### src/rtl/ima_enc_pkg.sv
// ----------------------------------------------------------------------------
// IMA ADPCM encoder package
// Shared types, register codes and the quantizer step table.
// ----------------------------------------------------------------------------
`default_nettype none

package ima_enc_pkg;

  localparam int unsigned MAX_INDEX = 88;
  localparam int unsigned QUEUE_DEPTH = 2;

  // Configuration register indexes
  localparam logic CFG_PRESET_PRED = 1'b0;
  localparam logic CFG_PRESET_IDX  = 1'b1;

  // Queue entry: one sample plus the state to load on restart
  typedef struct packed {
    logic signed [15:0] sample;
    logic               last;
    logic               restart;
    logic signed [15:0] preset_pred;
    logic [6:0]         preset_idx;
  } item_t;

  typedef struct packed {
    logic full;
    logic empty;
  } q_status_t;

  localparam logic [14:0] STEP_TABLE [0:88] = '{
    15'd7, 15'd8, 15'd9, 15'd10, 15'd11, 15'd12, 15'd13, 15'd14, 15'd16, 15'd17,
    15'd19, 15'd21, 15'd23, 15'd25, 15'd28, 15'd31, 15'd34, 15'd37, 15'd41, 15'd45,
    15'd50, 15'd55, 15'd60, 15'd66, 15'd73, 15'd80, 15'd88, 15'd97, 15'd107, 15'd118,
    15'd130, 15'd143, 15'd157, 15'd173, 15'd190, 15'd209, 15'd230, 15'd253, 15'd279,
    15'd307, 15'd337, 15'd371, 15'd408, 15'd449, 15'd494, 15'd544, 15'd598, 15'd658,
    15'd724, 15'd796, 15'd876, 15'd963, 15'd1060, 15'd1166, 15'd1282, 15'd1411,
    15'd1552, 15'd1707, 15'd1878, 15'd2066, 15'd2272, 15'd2499, 15'd2749, 15'd3024,
    15'd3327, 15'd3660, 15'd4026, 15'd4428, 15'd4871, 15'd5358, 15'd5894, 15'd6484,
    15'd7132, 15'd7845, 15'd8630, 15'd9493, 15'd10442, 15'd11487, 15'd12635,
    15'd13899, 15'd15289, 15'd16818, 15'd18500, 15'd20350, 15'd22385, 15'd24623,
    15'd27086, 15'd29794, 15'd32767
  };

  // Index adaptation from the three magnitude bits
  function automatic logic signed [7:0] index_adjust(input logic [2:0] mag);
    logic signed [7:0] adj;
    if (mag[2]) begin
      adj = $signed({5'd0, mag[1:0], 1'b0}) + 8'sd2;
    end else begin
      adj = -8'sd1;
    end
    return adj;
  endfunction

endpackage

`default_nettype wire

### src/rtl/ima_enc_in_if.sv
// ----------------------------------------------------------------------------
// IMA ADPCM encoder input channel
// Valid/ready channel carrying one PCM sample and its packet flags per beat.
// ----------------------------------------------------------------------------
`default_nettype none

interface ima_enc_in_if;
  logic               valid;
  logic               ready;
  logic signed [15:0] sample;
  logic               last;
  logic               restart;

  modport source (output valid, output sample, output last, output restart, input ready);
  modport sink   (input valid, input sample, input last, input restart, output ready);
endinterface

`default_nettype wire

### src/rtl/ima_enc_out_if.sv
// ----------------------------------------------------------------------------
// IMA ADPCM encoder result channel
// Valid/ready channel carrying one packed code byte per beat.
// ----------------------------------------------------------------------------
`default_nettype none

interface ima_enc_out_if;
  logic       valid;
  logic       ready;
  logic [7:0] code_byte;
  logic       half;
  logic       packet_end;

  modport source (output valid, output code_byte, output half, output packet_end,
                  input ready);
  modport sink   (input valid, input code_byte, input half, input packet_end,
                  output ready);
endinterface

`default_nettype wire

### src/rtl/ima_enc_front.sv
// ----------------------------------------------------------------------------
// IMA ADPCM encoder front end
// Holds the preset registers, accepts samples and tags them with the
// clamped restart state before they enter the queue.
// ----------------------------------------------------------------------------
`default_nettype none

module ima_enc_front
  import ima_enc_pkg::*;
(
  input  wire logic        clk,
  input  wire logic        rst_n,
  ima_enc_in_if.sink       in_ch,
  input  wire logic        cfg_we,
  input  wire logic        cfg_index,
  input  wire logic [15:0] cfg_data,
  input  wire q_status_t   q_status,
  output logic             push,
  output item_t            push_item
);

  logic signed [15:0] preset_pred_r;
  logic [6:0]         preset_idx_r;
  logic [6:0]         preset_idx_clamped;

  // Preset registers
  always_ff @(posedge clk) begin
    if (!rst_n) begin
      preset_pred_r <= '0;
      preset_idx_r  <= '0;
    end else if (cfg_we) begin
      unique case (cfg_index)
        CFG_PRESET_PRED: preset_pred_r <= $signed(cfg_data);
        CFG_PRESET_IDX:  preset_idx_r  <= cfg_data[6:0];
        default:         ;
      endcase
    end
  end

  // Out-of-range preset index saturates at the top of the table
  assign preset_idx_clamped = (preset_idx_r > 7'(MAX_INDEX)) ? 7'(MAX_INDEX) : preset_idx_r;

  // Accept while the queue has room
  assign in_ch.ready = !q_status.full;
  assign push        = in_ch.valid && !q_status.full;

  always_comb begin
    push_item.sample      = in_ch.sample;
    push_item.last        = in_ch.last;
    push_item.restart     = in_ch.restart;
    push_item.preset_pred = preset_pred_r;
    push_item.preset_idx  = preset_idx_clamped;
  end

endmodule

`default_nettype wire

### src/rtl/ima_enc_queue.sv
// ----------------------------------------------------------------------------
// IMA ADPCM encoder item queue
// Two-entry FIFO between front end and encoder core.
// ----------------------------------------------------------------------------
`default_nettype none

module ima_enc_queue
  import ima_enc_pkg::*;
(
  input  wire logic  clk,
  input  wire logic  rst_n,
  input  wire logic  push,
  input  wire item_t push_item,
  input  wire logic  pop,
  output item_t      head,
  output q_status_t  q_status
);

  localparam int unsigned PTR_W = $clog2(QUEUE_DEPTH);
  localparam int unsigned CNT_W = $clog2(QUEUE_DEPTH + 1);

  item_t              entry_r [QUEUE_DEPTH];
  logic [PTR_W-1:0]   wptr_r, wptr_nxt;
  logic [PTR_W-1:0]   rptr_r, rptr_nxt;
  logic [CNT_W-1:0]   count_r, count_nxt;

  assign q_status.full  = (count_r == CNT_W'(QUEUE_DEPTH));
  assign q_status.empty = (count_r == '0);
  assign head           = entry_r[rptr_r];

  // Pointer and fill count update
  always_comb begin
    wptr_nxt  = wptr_r;
    rptr_nxt  = rptr_r;
    count_nxt = count_r;
    if (push) begin
      wptr_nxt = (wptr_r == PTR_W'(QUEUE_DEPTH - 1)) ? '0 : wptr_r + 1'b1;
    end
    if (pop) begin
      rptr_nxt = (rptr_r == PTR_W'(QUEUE_DEPTH - 1)) ? '0 : rptr_r + 1'b1;
    end
    if (push && !pop) begin
      count_nxt = count_r + 1'b1;
    end else if (pop && !push) begin
      count_nxt = count_r - 1'b1;
    end
  end

  always_ff @(posedge clk) begin
    if (!rst_n) begin
      wptr_r  <= '0;
      rptr_r  <= '0;
      count_r <= '0;
    end else begin
      wptr_r  <= wptr_nxt;
      rptr_r  <= rptr_nxt;
      count_r <= count_nxt;
    end
  end

  // Entry storage
  always_ff @(posedge clk) begin
    if (push) begin
      entry_r[wptr_r] <= push_item;
    end
  end

endmodule

`default_nettype wire

### src/rtl/ima_enc_back.sv
// ----------------------------------------------------------------------------
// IMA ADPCM encoder core
// Quantizes one sample per cycle unless the output register it fills is
// held by out_ch, adapts predictor and step index, pairs codes into bytes.
// ----------------------------------------------------------------------------
`default_nettype none

module ima_enc_back
  import ima_enc_pkg::*;
(
  input  wire logic      clk,
  input  wire logic      rst_n,
  input  wire item_t     head,
  input  wire q_status_t q_status,
  output logic           pop,
  ima_enc_out_if.source  out_ch
);

  // Encoder state
  logic signed [15:0] predictor_r, predictor_nxt;
  logic [6:0]         index_r, index_nxt;
  logic [3:0]         pending_r, pending_nxt;
  logic               odd_r, odd_nxt;

  // Output register
  logic               out_valid_r, out_valid_nxt;
  logic [7:0]         code_byte_r;
  logic               half_r;
  logic               packet_end_r;

  logic signed [15:0] base_pred;
  logic [6:0]         base_idx;
  logic [15:0]        step0, step1, step2;
  logic signed [16:0] diff;
  logic [16:0]        diff_abs;
  logic [15:0]        d0, d1, d2;
  logic [16:0]        vpdiff;
  logic               neg;
  logic [2:0]         mag;
  logic [3:0]         code;
  logic signed [17:0] pred_wide;
  logic signed [7:0]  idx_wide;
  logic               emit;
  logic [7:0]         emit_byte;
  logic               emit_half;

  assign pop = !q_status.empty && (!out_valid_r || out_ch.ready);

  // Quantizer: sign, three successive compares against the step
  always_comb begin
    base_pred = head.restart ? head.preset_pred : predictor_r;
    base_idx  = head.restart ? head.preset_idx : index_r;
    step0     = {1'b0, STEP_TABLE[base_idx]};
    step1     = step0 >> 1;
    step2     = step0 >> 2;
    diff      = 17'(head.sample) - 17'(base_pred);
    neg       = diff[16];
    diff_abs  = neg ? 17'(-diff) : 17'(diff);
    d0        = diff_abs[15:0];
    vpdiff    = 17'(step0 >> 3);
    mag       = '0;
    d1        = d0;
    if (d0 >= step0) begin
      mag[2] = 1'b1;
      d1     = d0 - step0;
      vpdiff = vpdiff + 17'(step0);
    end
    d2 = d1;
    if (d1 >= step1) begin
      mag[1] = 1'b1;
      d2     = d1 - step1;
      vpdiff = vpdiff + 17'(step1);
    end
    if (d2 >= step2) begin
      mag[0] = 1'b1;
      vpdiff = vpdiff + 17'(step2);
    end
    code = {neg, mag};
  end

  // Predictor and index update with saturation
  always_comb begin
    if (neg) begin
      pred_wide = 18'(base_pred) - $signed({1'b0, vpdiff});
    end else begin
      pred_wide = 18'(base_pred) + $signed({1'b0, vpdiff});
    end
    priority if (pred_wide > 18'sd32767) begin
      predictor_nxt = 16'sh7fff;
    end else if (pred_wide < -18'sd32768) begin
      predictor_nxt = 16'sh8000;
    end else begin
      predictor_nxt = pred_wide[15:0];
    end

    idx_wide = $signed({1'b0, base_idx}) + index_adjust(mag);
    priority if (idx_wide < 8'sd0) begin
      index_nxt = '0;
    end else if (idx_wide > 8'sd88) begin
      index_nxt = 7'(MAX_INDEX);
    end else begin
      index_nxt = idx_wide[6:0];
    end
  end

  // Nibble pairing
  always_comb begin
    emit        = 1'b0;
    emit_byte   = '0;
    emit_half   = 1'b0;
    pending_nxt = pending_r;
    odd_nxt     = odd_r;
    if (odd_r) begin
      emit        = 1'b1;
      emit_byte   = {code, pending_r};
      pending_nxt = '0;
      odd_nxt     = 1'b0;
    end else if (head.last) begin
      emit        = 1'b1;
      emit_byte   = {4'h0, code};
      emit_half   = 1'b1;
      pending_nxt = '0;
    end else begin
      pending_nxt = code;
      odd_nxt     = 1'b1;
    end
  end

  // Output register occupancy
  always_comb begin
    out_valid_nxt = out_valid_r;
    if (pop && emit) begin
      out_valid_nxt = 1'b1;
    end else if (out_ch.ready) begin
      out_valid_nxt = 1'b0;
    end
  end

  always_ff @(posedge clk) begin
    if (!rst_n) begin
      predictor_r <= '0;
      index_r     <= '0;
      pending_r   <= '0;
      odd_r       <= 1'b0;
      out_valid_r <= 1'b0;
    end else begin
      out_valid_r <= out_valid_nxt;
      if (pop) begin
        predictor_r <= predictor_nxt;
        index_r     <= index_nxt;
        pending_r   <= pending_nxt;
        odd_r       <= odd_nxt;
      end
    end
  end

  // Result payload
  always_ff @(posedge clk) begin
    if (pop && emit) begin
      code_byte_r  <= emit_byte;
      half_r       <= emit_half;
      packet_end_r <= head.last;
    end
  end

  assign out_ch.valid      = out_valid_r;
  assign out_ch.code_byte  = code_byte_r;
  assign out_ch.half       = half_r;
  assign out_ch.packet_end = packet_end_r;

  // Checks
  a_index_range: assert property (@(posedge clk) disable iff (!rst_n)
    index_r <= 7'(MAX_INDEX))
    else $error("step index left table range");

  a_half_ends_packet: assert property (@(posedge clk) disable iff (!rst_n)
    out_valid_r && half_r |-> packet_end_r && (code_byte_r[7:4] == 4'h0))
    else $error("half byte without packet end or with high nibble set");

  a_first_nibble_held: assert property (@(posedge clk) disable iff (!rst_n)
    pop && !odd_r && !head.last |=> odd_r && !$past(out_valid_nxt && !out_valid_r))
    else $error("unpaired code did not set odd phase or produced a result");

  a_pair_completes: assert property (@(posedge clk) disable iff (!rst_n)
    pop && odd_r |=> !odd_r && out_valid_r && !half_r)
    else $error("second code did not produce a full byte");

endmodule

`default_nettype wire

### src/rtl/ima_adpcm_encoder_unit.sv
// ----------------------------------------------------------------------------
// IMA ADPCM encoder unit
// 4-bit IMA/DVI ADPCM encoder with two codes packed per byte.
// ----------------------------------------------------------------------------
// Usage:
//   in_ch carries one signed 16-bit PCM sample per beat with last and restart
//   flags. restart loads predictor and step index from the preset registers
//   before the sample is encoded; last closes a packet and flushes an odd
//   code as a half byte (low nibble only, half set).
//   out_ch carries one code byte per two samples, first code in the low
//   nibble. packet_end marks the byte caused by a last sample.
//   cfg_we/cfg_index/cfg_data write the preset registers (index 0: preset
//   predictor, index 1: preset index, saturated to 88 when used).
// Timing:
//   One sample per cycle sustained while out_ch is ready. A sample is held
//   in the queue, then its result in the output register; the encoder core
//   does the whole quantize/adapt step combinationally between the two.
//   A two-entry queue sits between input and core; when out_ch stalls the
//   core holds its output register and the queue absorbs up to two samples
//   before in_ch.ready drops.
// Reset: synchronous, active low; clears presets, predictor, index, pending
//   nibble, pairing phase, the queue and the output valid.
// ----------------------------------------------------------------------------
`default_nettype none

module ima_adpcm_encoder_unit
  import ima_enc_pkg::*;
(
  input  wire logic        clk,
  input  wire logic        rst_n,
  ima_enc_in_if.sink       in_ch,
  ima_enc_out_if.source    out_ch,
  input  wire logic        cfg_we,
  input  wire logic        cfg_index,
  input  wire logic [15:0] cfg_data
);

  logic      push;
  logic      pop;
  item_t     push_item;
  item_t     head;
  q_status_t q_status;

  // Accept and tag samples
  ima_enc_front u_front (
    .clk       (clk),
    .rst_n     (rst_n),
    .in_ch     (in_ch),
    .cfg_we    (cfg_we),
    .cfg_index (cfg_index),
    .cfg_data  (cfg_data),
    .q_status  (q_status),
    .push      (push),
    .push_item (push_item)
  );

  // Decoupling queue
  ima_enc_queue u_queue (
    .clk       (clk),
    .rst_n     (rst_n),
    .push      (push),
    .push_item (push_item),
    .pop       (pop),
    .head      (head),
    .q_status  (q_status)
  );

  // Encoder core and output register
  ima_enc_back u_back (
    .clk      (clk),
    .rst_n    (rst_n),
    .head     (head),
    .q_status (q_status),
    .pop      (pop),
    .out_ch   (out_ch)
  );

endmodule

`default_nettype wire
### src/flat_wrapper.sv
// flat-port wrapper written by rule: the top's interface ports become plain ports
module ima_adpcm_encoder_unit_flat import ima_enc_pkg::*;
  (clk, rst_n, cfg_we, cfg_index, cfg_data, in_ch_valid, in_ch_sample, in_ch_last, in_ch_restart, in_ch_ready, out_ch_valid, out_ch_code_byte, out_ch_half, out_ch_packet_end, out_ch_ready);
  ima_enc_in_if in_ch_i ();
  ima_enc_out_if out_ch_i ();
  input  wire logic clk;
  input  wire logic rst_n;
  input  wire logic cfg_we;
  input  wire logic cfg_index;
  input  wire logic [15:0] cfg_data;
  input wire logic [$bits(in_ch_i.valid)-1:0] in_ch_valid;
  input wire logic [$bits(in_ch_i.sample)-1:0] in_ch_sample;
  input wire logic [$bits(in_ch_i.last)-1:0] in_ch_last;
  input wire logic [$bits(in_ch_i.restart)-1:0] in_ch_restart;
  output wire logic [$bits(in_ch_i.ready)-1:0] in_ch_ready;
  output wire logic [$bits(out_ch_i.valid)-1:0] out_ch_valid;
  output wire logic [$bits(out_ch_i.code_byte)-1:0] out_ch_code_byte;
  output wire logic [$bits(out_ch_i.half)-1:0] out_ch_half;
  output wire logic [$bits(out_ch_i.packet_end)-1:0] out_ch_packet_end;
  input wire logic [$bits(out_ch_i.ready)-1:0] out_ch_ready;
  assign in_ch_i.valid = in_ch_valid;
  assign in_ch_i.sample = in_ch_sample;
  assign in_ch_i.last = in_ch_last;
  assign in_ch_i.restart = in_ch_restart;
  assign in_ch_ready = in_ch_i.ready;
  assign out_ch_valid = out_ch_i.valid;
  assign out_ch_code_byte = out_ch_i.code_byte;
  assign out_ch_half = out_ch_i.half;
  assign out_ch_packet_end = out_ch_i.packet_end;
  assign out_ch_i.ready = out_ch_ready;
  ima_adpcm_encoder_unit u_core (.clk(clk), .rst_n(rst_n), .in_ch(in_ch_i), .out_ch(out_ch_i), .cfg_we(cfg_we), .cfg_index(cfg_index), .cfg_data(cfg_data));
endmodule
### config.mk
export PLATFORM = sky130hd
export DESIGN_NAME = ima_adpcm_encoder_unit_flat
export DESIGN_NICKNAME = d
export VERILOG_FILES = /design/src/rtl/ima_enc_pkg.sv /design/src/rtl/ima_enc_in_if.sv /design/src/rtl/ima_enc_out_if.sv /design/src/rtl/ima_enc_front.sv /design/src/rtl/ima_enc_queue.sv /design/src/rtl/ima_enc_back.sv /design/src/rtl/ima_adpcm_encoder_unit.sv /design/src/flat_wrapper.sv
export SDC_FILE = /design/constraint.sdc
export NUM_CORES = 1
export LEC_CHECK = 0
export BUFFER_PORTS_ARGS = -buffer_cell sky130_fd_sc_hd__buf_2
export CORE_MARGIN = 1.5
export CORE_UTILIZATION = 50
export CTS_BUF_LIST = sky130_fd_sc_hd__clkbuf_8 sky130_fd_sc_hd__clkbuf_16
export DETAILED_ROUTE_END_ITERATION = 10
export PLACE_DENSITY = 0.66
export SYNTH_ARGS = -nofsm -noshare
export SYNTH_HDL_FRONTEND = slang
export SYNTH_HIERARCHICAL = 1
export SYNTH_SLANG_ARGS = --single-unit
### constraint.sdc
create_clock -name clk -period 41.9 [get_ports clk]
set_clock_uncertainty 0.1 [all_clocks]
set_input_delay 0 -clock clk [delete_from_list [all_inputs] [get_ports clk]]
set_output_delay 0 -clock clk [all_outputs]
set_load 0.02 [all_outputs]
### Word level (Yosys, flattened, before mapping)

Memories as Yosys holds them, arrays and structs flattened. A register that Yosys moved wholly into a read port is not among the register bits.
Cells that the tools add are included.

| storage, ports and cells | value |
|---|---|
| register bits after elaboration | 66 |
| bits in writable memories | 82 |
| ROM bits | 1920 |
| input bits | 40 |
| output and inout bits | 12 |
| logic and storage cells | 96 |
| memories | 2 |

| operators by class | value |
|---|---|
| $add $sub $neg | 15 |
| order comparisons | 9 |
| equal/unequal tests | 1 |
| muxes and demuxes | 38 |
| bitwise operators | 2 |
| reductions and logical operators | 16 |

Memories:

| name | depth | bits a word | read ports | clocked after Yosys merged registers in | wr ports | RTL line | text |
|---|---|---|---|---|---|---|---|
| (name not given) | 128 | 15 | 1 | 0 | 0 | ima_enc_back.sv:53 | `step0 = {1'b0, STEP_TABLE[base_idx]};` |
| u_core.u_queue.entry_r | 2 | 41 | 1 | 1 | 1 | ima_enc_queue.sv:22 | `item_t entry_r [QUEUE_DEPTH];` |

Operator list:

| operator | count |
|---|---|
| $mux 16 | 6 |
| $mux 17 | 3 |
| $mux 15 | 2 |
| $mux 7 | 4 |
| $add 16x18->18 | 1 |
| $gt 18x16->1 const B | 1 |
| $lt 18x16->1 const B | 1 |
| $mux 18 | 1 |
| $sub 16x18->18 | 1 |
| $add 17x13->17 | 1 |
| $add 17x14->17 | 1 |
| $sub 16x16->17 | 1 |
| $add 12x15->16 | 1 |
| $ge 16x13->1 | 1 |
| $ge 16x14->1 | 1 |
| $ge 16x15->1 | 1 |
| $mux 8 | 2 |
| $neg 16->16 | 1 |
| $sub 16x14->16 | 1 |
| $sub 16x15->16 | 1 |
| $mux 1 | 15 |
| $mux 4 | 3 |
| $add 8x8->8 | 1 |
| $ge 8x8->1 const B | 1 |
| other kinds (17) | 29 |

### Depth between registers and ports, before layout

Gate-level depths: netlist of the first run.

| depth | value |
|---|---|
| depth after elaboration | 17 |
| gate-level depth with buffers | 88 |
| gate-level depth less buffers | 75 |

### By module

The synthesis of the first run kept the hierarchy.

Modules (own cells, without submodules):

| module | times used | cells each | area an instance (um^2) | seq. area each (um^2) |
|---|---|---|---|---|
| ima_enc_back | 1 | 1494 | 10593.9 | 880.8 |
| ima_enc_queue | 1 | 150 | 3168.0 | 2562.5 |
| ima_enc_front | 1 | 123 | 1118.6 | 460.4 |

### Worst setup path before layout of the first run

No wires, ideal clock.

| path | value |
|---|---|
| path kind | register -> register |
| start | register with a tool-made name |
| end | register u_core.u_back.predictor_r[0] |
| library setup time | 116 ps |
| data arrival time | 17119 ps |
| data required time | 41684 ps |
| path slack | 24564 ps |
| stages on the path, launching flop included | 87 |
| path buffers | 15 |
| clock period less this slack | 17336 ps |
| cells stage by stage | dfxtp_1 -> buf_2 -> buf_2 -> mux2_2 -> clkbuf_1 -> buf_2 -> buf_1 -> mux2i_1 -> inv_1 -> fa_1 -> nand2b_1 -> a21oi_2 -> o21a_1 -> a211o_1 -> o21a_1 -> clkbuf_1 -> clkbuf_1 -> nor2_1 -> [51 not listed] -> o21ai_0 -> ha_1 -> nor2b_1 -> o21ai_0 -> a21boi_0 -> o21ai_0 -> a21boi_0 -> o21ai_0 -> nand2b_1 -> a211oi_1 -> o31ai_1 -> nor4_1 -> nor3_1 -> xnor2_1 -> nor4_1 -> a31o_1 -> or4b_1 -> a41o_1 |

RTL lines:

| what | RTL line | text |
|---|---|---|
| to (signal assigned) | ima_enc_back.sv:149 | `predictor_r <= predictor_nxt;` |
| to (decl) | ima_enc_back.sv:20 | `logic signed [15:0] predictor_r, predictor_nxt;` |

==> key figures, run 1 <==
Run status
  – Status: finished, final reports clean

STA
  – Rel. slew slack: 11.4%
  – Max Slew Vio Count: 0
  – FMAX: 0.0507 GHz
  – Final setup fails: 0
  – Setup ws final: 22.19 ns
  – Final hold viol count: 0
  – RSZ-0062 raised after global routing: false
  – Setup TNS: 0 ns
  – Fin crit share: 47.0%
  – Worst slew pin tran: 1.31 ns
  – Crit path time final: 19.71 ns

Route
  – Final ANT Viol Nets: 0
  – WL final: 41000 um
  – Via Count: 13200
  – First-pass DRT Iterations: 6
  – Initial DRC count: 1199
  – Vias per cell: 5.98
  – WL/cell: 18.6 um
  – DR DRC count: 0

Synthesis
  – Largest cells by area after synthesis: edfxtp_1, ha_1, dfxtp_1
  – Synth unique cells: 97
  – Ys async rst share: 0%
  – Post-synthesis register bit count: 149
  – Mean post-synth cell area: 8.42 um^2
  – Post-synth EDFFs: 92
  – Yosys warning count: 6
  – Synthesized Nets: 1959
  – Post-Syn Instances: 1767
  – Synth top area share: 18.6%
  – Leading area contributor after synthesis: edfxtp_1
  – Seq/Total Area, Yosys: 26.2%
  – Post-Syn Area: 14900 um^2
  – Post-synth top flop: edfxtp_1

Critical path
  – CP Launch Type: flop
  – Worst path most repeated cell: a21o_1
  – Worst flop-to-flop path endpoint: u_core/u_back/predictor_r[0]
  – Critical path data required time: 42.17 ns
  – Worst EP arrival: 19.97 ns
  – CP Capture Type: flop
  – CP Max Fanout: 46
  – CP max-delay cell: a41oi_1
  – Reg2reg setup slack: 22.19 ns
  – Delay of the slowest critical-path stage: 1.02 ns
  – Reg2Reg Depth: 73
  – Crit path kind: reg -> reg

Floorplan
  – Initial Utilization: 51.3%
  – Die span in x: 176 um
  – # IOs: 52
  – Die area: 30800 um^2
  – Die H: 176 um
  – Rows: 62
  – Placeable Area: 29000 um^2

Cells and area
  – Area delta synth->final: 10.3%
  – Final net count: 2006
  – Filler instances: 2655
  – Share of cells above drive strength 1: 11.4%
  – Final std cells w/o fill: 2211
  – ANT cells: 0

Min path
  – Hold Path Cell Cnt: 3
  – Hold Path Origin: rst_n
  – WHS Endpoint: u_core/u_queue/wptr_r
  – Worst Hold Class: in -> reg

Placement
  – Port bufs: 51
  – Placer congestion estimate: 0.930
  – Cells after DPL: 2127
  – Setup WS pre-CTS: 22.57 ns
  – HPWL Detailed: 30000 um

GRT
  – Gr usage total: 26.7%
  – Largest net degree at the start of global routing: 76
  – First-pass GRT wire length: 66100 um
  – Vias in the first global route: 12700
  – Global route overflow: 0
  – Initial antenna violation count: 0

CTS
  – Clock Pin Slew Worst Setup and Hold Paths: 0.07 ns
  – CTS sink cnt: 149
  – Post-cts sizing count: 0
  – CTS tree: done
  – Clk root buf: clkbuf_16
  – CTS Buffer Depth: 2
  – Clk_lat worst skew: 0.43 ns
  – H-tree depth: 4
  – CTS buffer count: 17

Run
  – Max cap viols: 0
## per-layer routing
layer | global-route usage, % | wire [um] | up-vias
met5 | 0 | 0 | -
met1 | 36.3 | 18800 | 6187
met3 | 3.20 | 2140 | 68
met4 | 9.22 | 1210 | 0
li1 | - | - | 6552
met2 | 43.9 | 18900 | 424
## metrics by stage
step	hold slack, ns	area (um^2)	util (%)
final	0.124	16400	56.6
after global placement	0.0898	15300	52.8
after global routing	0.175	16400	56.6
after floorplan	0.0175	14900	-
after CTS	0.135	16400	56.6
after detailed placement	0.0923	15300	52.8
## worst max-delay path, delay by kind of cell (launching register included)
| family | cells | cell delay (ns) |
|---|---|---|
| buf+inv | 8 | 2.60 |
| compound gates | 33 | 8.02 |
| fa+ha+maj | 7 | 2.16 |
| flops | 1 | 0.98 |
| xor+xnor | 3 | 0.70 |
| mux | 3 | 1.66 |
| simple gates | 19 | 3.33 |
## synth_stat cells (6+ instances only)
master,instances
nand2_1,167
ha_1,144
a21oi_1,139
nor2_1,122
o21ai_0,116
edfxtp_1,92
inv_1,83
xnor2_1,79
mux2i_1,60
dfxtp_1,57
mux2_2,53
nand3_1,53
clkbuf_1,49
nor3_1,38
xor2_1,36
a21o_1,32
nor2b_1,28
nand2b_1,26
and2_1,23
a31oi_1,21
buf_4,20
o21bai_1,20
and3_1,17
o211ai_1,15
or3_1,15
o21a_1,14
o31ai_1,14
a211oi_1,13
buf_2,12
nor4_1,12
or2_2,11
a22oi_1,10
buf_1,10
nand4_1,10
a21boi_0,9
fa_1,8
o22ai_1,8
a311oi_1,7
a211o_1,6
a22o_1,6
o21ai_1,6
## kinds of logic (layout without fill, tap and decap cells)
family	after synthesis	after routing	share of synthesized area [%]
AND/OR/NAND/NOR	553	553	18.3
multiplexers	117	117	8.40
adder cells (fa/ha/maj)	152	152	13.2
XOR/XNOR	116	116	6.88
buffers and inverters	185	245	5.63
flip-flops	149	149	26.2
AO/OA/AOI/OAI	495	495	21.4
## registers in the layout, summed over array words and instances, names as in the netlist, named ones only
signal,cells
u_core/u_back/out_ch.packet_end,1
u_core/u_back/predictor_r,16
u_core/u_queue/entry_r,82
u_core/u_back/odd_r,1
u_core/u_queue/count_r,2
u_core/u_back/index_r,7
u_core/u_queue/wptr_r,1
u_core/u_front/preset_idx_r,7
u_core/u_back/out_ch.valid,1
u_core/u_front/preset_pred_r,16
u_core/u_back/out_ch.code_byte,8
u_core/u_back/pending_r,4
u_core/u_back/out_ch.half,1
u_core/u_queue/rptr_r,1
## layout by cell type, fill, tap and decap left out, types with 22 or more instances in the layout
cell / netlist / routed
nand2_1: 167 / 167
ha_1: 144 / 144
a21oi_1: 139 / 139
nor2_1: 122 / 122
o21ai_0: 116 / 116
edfxtp_1: 92 / 92
inv_1: 83 / 83
xnor2_1: 79 / 79
mux2i_1: 60 / 57
dfxtp_1: 57 / 56
nand3_1: 53 / 53
mux2_2: 53 / 53
dlygate4sd3_1: 0 / 52
buf_2: 12 / 51
nor3_1: 38 / 38
xor2_1: 36 / 36
a21o_1: 32 / 32
nor2b_1: 28 / 27
nand2b_1: 26 / 26
buf_4: 20 / 22
and2_1: 23 / 22
## cell type report
class | instances | area, um^2 | share of cell area [%]
inverter | 88 | 330 | 2.01
multi-input combinational | 1433 | 10200 | 62.0
sequential | 149 | 3910 | 23.8
timing repair buffer | 125 | 941 | 5.73
tap | 384 | 480 | 2.93
clock inverter | 15 | 161 | 0.983
clock buffer | 17 | 425 | 2.59
## what timing repair did
| action | CTS | global route |
|---|---|---|
| buffers inserted | 0 | 0 |
| endpoints found under the hold margin | 61 | 0 |
| hold buffers | 52 | 0 |
## how the worst max path moves through the flow
| stage | slack (ns) | endpoint | startpoint |
|---|---|---|---|
| after floorplan | 24.56 | u_core/u_back/predictor_r[0] | flop |
| after global placement | 23.06 | u_core/u_back/predictor_r[0] | flop |
| final | 22.19 | u_core/u_back/predictor_r[0] | flop |
| after detailed placement | 22.57 | u_core/u_back/predictor_r[0] | flop |
| after CTS | 22.40 | u_core/u_back/predictor_r[8] | flop |
| after global routing | 20.59 | u_core/u_back/predictor_r[8] | flop |
Power of run 1 is not shown: default switching activity piles up to over one toggle a cycle in this logic, so the estimate is an artifact.
==> run 2: changes to the inputs <==
--- a/config.mk
+++ b/config.mk
@@ -10,7 +10,7 @@
 export CORE_UTILIZATION = 50
 export CTS_BUF_LIST = sky130_fd_sc_hd__clkbuf_8 sky130_fd_sc_hd__clkbuf_16
 export DETAILED_ROUTE_END_ITERATION = 10
-export PLACE_DENSITY = 0.66
+export PLACE_DENSITY = 0.69
 export SYNTH_ARGS = -nofsm -noshare
 export SYNTH_HDL_FRONTEND = slang
 export SYNTH_HIERARCHICAL = 1
==> constraint.sdc (replaced) <==
create_clock -name clk -period 17.2 [get_ports clk]
set_clock_uncertainty 0.1 [all_clocks]
set_input_delay 0 -clock clk [delete_from_list [all_inputs] [get_ports clk]]
set_output_delay 0 -clock clk [all_outputs]
set_load 0.02 [all_outputs]
==> run 2 against run 1 <==
Compared with the run above:
- critical path depth rose by 4
- register-to-register slack got worse by 21 ns
- wire length rose by 3.4%
- largest cell class unchanged
==> key figures, run 2 (synthesis gave the netlist of run 1 again) <==
STA
  – Max Slew Vio Count: 0 (unchanged)
  – Final hold viol count: 0 (unchanged)
  – FMAX: 0.0628 GHz (+24%)
  – Final setup fails: 0 (unchanged)
  – RSZ-0062 raised after global routing: false
  – Worst slew pin tran: 1.08 ns (-0.228 ns)
  – Rel. slew slack: 27.7% (+16 points)
  – Crit path time final: 15.93 ns (-3.78 ns)
  – Fin crit share: 92.6% (+46 points)
  – Setup TNS: 0 ns (unchanged)

CTS
  – CTS tree: done
  – CTS sink cnt: 149 (unchanged)
  – Clock Pin Slew Worst Setup and Hold Paths: 0.07 ns (about the same)
  – Clk_lat worst skew: 0.43 ns (about the same)
  – H-tree depth: 4 (unchanged)
  – CTS buffer count: 17 (unchanged)
  – Clk root buf: clkbuf_16
  – CTS Buffer Depth: 2 (unchanged)

Critical path
  – Crit path kind: reg -> reg
  – Worst EP arrival: 16.17 ns (-3.80 ns)
  – Delay of the slowest critical-path stage: 0.43 ns (-0.59 ns)
  – Critical path data required time: 17.44 ns (-24.73 ns)
  – CP Max Fanout: 32 (-30%)
  – Worst path most repeated cell: a21o_1
  – CP Capture Type: flop
  – CP max-delay cell: a41oi_2
  – CP Launch Type: flop

Cells and area
  – Top reg by flops: u_core/u_queue/entry_r
  – Commonest cells after routing, fill and taps aside: nand2_1, ha_1, a21oi_1
  – Final std cells w/o fill: 2231 (+0.90%)
  – Area delta synth->final: 11.5%
  – Leading registers by flop count: u_core/u_queue/entry_r x82, u_core/u_back/predictor_r x16, u_core/u_front/preset_pred_r x16
  – Final net count: 2026 (+1.0%)
  – Most common cell after layout, fill and taps aside: nand2_1
  – Max reg flops: 82 (unchanged)
  – Share of cells above drive strength 1: 12.5% (+1.1 points)
  – ANT cells: 0 (unchanged)

Run
  – Max cap viols: 0 (unchanged)

Route
  – Initial DRC count: 1314 (+9.6%)
  – WL/cell: 19.0 um (+2.5%)
  – Final ANT Viol Nets: 0 (unchanged)
  – WL final: 42400 um (+3.4%)
  – Via Count: 13600 (+2.4%)
  – First-pass DRT Iterations: 6 (unchanged)
  – DR DRC count: 0 (unchanged)
  – Vias per cell: 6.08 (+1.5%)

Floorplan
  – Die area: 30800 um^2 (unchanged)
  – Placeable Area: 29000 um^2 (unchanged)
  – Die H: 176 um (unchanged)
  – Initial Utilization: 51.3% (unchanged)
  – # IOs: 52 (unchanged)
  – Rows: 62 (unchanged)
  – Die span in x: 176 um (unchanged)

Placement
  – HPWL Detailed: 31700 um (+5.5%)
  – Cells after DPL: 2147 (+0.94%)
  – Placer congestion estimate: 0.941 (+1.2%)
  – Port bufs: 51 (unchanged)

GRT
  – Gr usage total: 27.3% (+0.60 points)
  – Vias in the first global route: 12700 (+0.039%)
  – Initial antenna violation count: 0 (unchanged)
  – Global route overflow: 0 (unchanged)
  – First-pass GRT wire length: 67000 um (+1.3%)
  – Largest net degree at the start of global routing: 76 (unchanged)

Run status
  – Status: finished, final reports clean

Min path
  – Worst Hold Class: in -> reg
-- run 2: changes by cell type in the layout (fill, tap and decap cells not counted), sizes merged --
cell         delta
clkinvlp        -2
clkbuf          +1
dlygate4sd3     -1
buf            +21
clkinv          -2
inv             +3
-- run 2: worst paths after layout --
kind                                    from                             to  slack, ns  depth (start not counted)
max                                     flop   u_core/u_back/predictor_r[8]       1.27                         77
min                                    rst_n          u_core/u_queue/wptr_r       0.13                          3
max reg2reg                             flop   u_core/u_back/predictor_r[8]       1.27                         77
min reg2reg  u_core/u_front/preset_pred_r[9]  u_core/u_queue/entry_r[0][16]       0.35                          0
-- run 2: metrics by stage --
step	setup slack (ns)	cell area, um^2	utilization (%)	hold slack (ns)
after global placement	1.43	15500	53.3	0.0875
after CTS	0.829	16600	57.0	0.148
after global routing	0.00420	16600	57.2	0.190
after detailed placement	0.941	15500	53.3	0.0907
final	1.27	16600	57.2	0.134
after floorplan	0.0748	14900	-	0.0175
-- run 2: critical path: cells and delay by family (launching register included) --
family                     cells  cell delay, ns
xor gates and xnor gates       2            0.42
AOI/OAI and AO/OA             34            6.95
muxes                          3            1.04
DFF                            1            0.40
adders and majority gates      8            2.29
and+or+nand+nor               19            2.68
buffers and inverters         11            1.88
-- run 2: what timing repair did --
action                                  4_1_cts  5_1_grt
gates resized for setup                       0        7
hold buffers                                 51        0
buffers inserted                              0        1
endpoints found under the setup margin        0       15
hold endpoints to repair                     61        0
-- run 2: area by class of cell --
class                           count  area (um^2)
Clock inverter                     14          133
Timing Repair Buffer              145         1100
Sequential cell                   149         3910
Multi-Input combinational cell   1433        10200
Tap cell                          384          480
Fill cell                        2584        12400
Inverter                           88          330
Clock buffer                       18          450
-- run 2: metal layers --
metal | global-route usage [%] | share of wire, % | vias to the layer above | wire length [um]
met2 | 45.5 | 46 | 455 | 19500
met4 | 8.33 | 2.6 | 0 | 1100
li1 | - | - | 6587 | -
met5 | 0 | 0 | - | 0
met3 | 3.14 | 5.5 | 70 | 2350
met1 | 37.2 | 46 | 6442 | 19500
Power of run 2 is left out for the same reason.
==> run 3: changes to the inputs <==
--- a/config.mk
+++ b/config.mk
@@ -10,7 +10,7 @@
 export CORE_UTILIZATION = 50
 export CTS_BUF_LIST = sky130_fd_sc_hd__clkbuf_8 sky130_fd_sc_hd__clkbuf_16
 export DETAILED_ROUTE_END_ITERATION = 10
-export PLACE_DENSITY = 0.69
+export PLACE_DENSITY = 0.7
 export SYNTH_ARGS = -nofsm -noshare
 export SYNTH_HDL_FRONTEND = slang
 export SYNTH_HIERARCHICAL = 1
==> run 3 against run 2 <==
Compared with the run above:
- global-route usage about the same
- clock-buffer cell count shrank 1
- via count shrank 0.37%
- critical path depth is 3 lower
- flip-flop and latch count unchanged
- critical path type unchanged
- largest cell class unchanged
==> key figures, run 3 (synthesis gave the netlist of run 1 again) <==
STA
  – Worst slew pin tran: 1.14 ns (+0.0608 ns)
  – Final hold viol count: 0 (unchanged)
  – Fin crit share: 92.3% (-0.35 points)
  – Rel. slew slack: 23.6% (-4.1 points)
  – Final setup fails: 0 (unchanged)
  – Crit path time final: 15.87 ns (-0.0596 ns)
  – FMAX: 0.0630 GHz (+0.38%)
  – RSZ-0062 raised after global routing: false
  – Max Slew Vio Count: 0 (unchanged)
  – Setup TNS: 0 ns (unchanged)

Floorplan
  – Die area: 30800 um^2 (unchanged)
  – # IOs: 52 (unchanged)
  – Initial Utilization: 51.3% (unchanged)
  – Placeable Area: 29000 um^2 (unchanged)
  – Die span in x: 176 um (unchanged)
  – Die H: 176 um (unchanged)
  – Rows: 62 (unchanged)

Route
  – Initial DRC count: 1390 (+5.8%)
  – WL/cell: 18.9 um (-0.53%)
  – Final ANT Viol Nets: 0 (unchanged)
  – WL final: 42200 um (-0.57%)
  – Vias per cell: 6.06 (-0.32%)
  – DR DRC count: 0 (unchanged)
  – Via Count: 13500 (-0.37%)
  – First-pass DRT Iterations: 5 (-1)

Cells and area
  – Final net count: 2025 (-0.049%)
  – Leading registers by flop count: u_core/u_queue/entry_r x82, u_core/u_back/predictor_r x16, u_core/u_front/preset_pred_r x16
  – Area delta synth->final: 11.6%
  – Filler instances: 2588 (+0.15%)
  – Commonest cells after routing, fill and taps aside: nand2_1, ha_1, a21oi_1
  – Share of cells above drive strength 1: 12.8% (+0.33 points)
  – ANT cells: 0 (unchanged)
  – Max reg flops: 82 (unchanged)
  – Most common cell after layout, fill and taps aside: nand2_1
  – Top reg by flops: u_core/u_queue/entry_r

CTS
  – H-tree depth: 4 (unchanged)
  – Clock Pin Slew Worst Setup and Hold Paths: 0.07 ns (about the same)
  – CTS sink cnt: 149 (unchanged)
  – Clk root buf: clkbuf_16
  – CTS tree: done
  – CTS Buffer Depth: 2 (unchanged)
  – Clk_lat worst skew: 0.43 ns (about the same)
  – CTS buffer count: 17 (unchanged)

Placement
  – Placer congestion estimate: 0.931 (-1.0%)
  – HPWL Detailed: 31500 um (-0.68%)
  – Port bufs: 51 (unchanged)

Critical path
  – Critical path data required time: 17.43 ns (about the same)
  – CP Max Fanout: 31 (-3.1%)
  – Crit path kind: reg -> reg
  – CP Capture Type: flop
  – Delay of the slowest critical-path stage: 0.48 ns (+0.05 ns)
  – CP max-delay cell: dfxtp_2
  – Worst EP arrival: 16.09 ns (-0.08 ns)
  – CP Launch Type: flop

GRT
  – First-pass GRT wire length: 67200 um (+0.40%)
  – Gr usage total: 27.3% (about the same)
  – Vias in the first global route: 12800 (+0.16%)
  – Global route overflow: 0 (unchanged)
  – Largest net degree at the start of global routing: 76 (unchanged)
  – Initial antenna violation count: 0 (unchanged)

Run status
  – Status: finished, final reports clean

Min path
  – Worst Hold Class: in -> reg

Run
  – Max cap viols: 0 (unchanged)
[run 3: cell count changes in the layout (fill, tap and decap cells not counted), moves of 2 or more]
| cell | before | now |
|---|---|---|
| clkinvlp_4 | 0 | 2 |
| a211oi_2 | 1 | 3 |
| clkinv_4 | 0 | 3 |
| a211oi_1 | 13 | 11 |
| inv_6 | 6 | 3 |
[run 3: cell type report]
type | instances | area [um^2] | area share, %
clock buffers | 17 | 425 | 2.56
multi-input cells | 1433 | 10200 | 61.7
flip-flops and latches | 149 | 3910 | 23.5
repair buffers | 144 | 1080 | 6.53
clock inverters | 15 | 143 | 0.859
well taps | 384 | 480 | 2.89
inverters | 88 | 330 | 1.99
[run 3: path summary, 6_finish.rpt]
kind / from / depth (start not counted) / end / slack (ns)
worst min register to register: u_core/u_front/preset_pred_r[15] / 0 / u_core/u_queue/entry_r[1][22] / 0.36
worst max register to register: flop / 74 / u_core/u_back/predictor_r[0] / 1.33
worst min-delay path: rst_n / 3 / u_core/u_queue/wptr_r / 0.15
worst max-delay path: flop / 74 / u_core/u_back/predictor_r[0] / 1.33
[run 3: critical path, delay by kind of cell, from the launching register on]
family / cells / cell delay [ns]
AO/OA/AOI/OAI: 33 / 6.12
XOR/XNOR: 3 / 0.69
adder cells (fa/ha/maj): 7 / 2.09
buffers and inverters: 7 / 1.47
flip-flops: 1 / 0.48
multiplexers: 3 / 0.93
AND/OR/NAND/NOR: 21 / 3.88
[run 3: layer usage]
metal / track usage [%] / part of all wire, %
met5: 0 / 0
met4: 7.83 / 2.2
met3: 3.10 / 5.8
met2: 46.6 / 47
met1: 36.5 / 45
[run 3: per-stage QoR]
step | utilization, % | instances | instance area [um^2] | worst slack [ns] | hold slack [ns]
final | 57.2 | 2230 | 16600 | 1.33 | 0.147
after global routing | 57.2 | 2230 | 16600 | 0.00749 | 0.172
after CTS | 57.0 | 2229 | 16500 | 0.512 | 0.146
after detailed placement | 53.3 | 2146 | 15400 | 0.613 | 0.0916
after global placement | 53.3 | 2146 | 15400 | 1.12 | 0.0883
after floorplan | - | 1767 | 14900 | 0.0748 | 0.0175
[run 3: repair_timing]
action                     4_1_cts  5_1_grt
setup buffers                    0        1
setup endpoints to repair        0       16
hold endpoints to repair        61        0
hold buffers                    51        0
gates resized for setup          0       13
Power of run 3 is left out for the same reason.
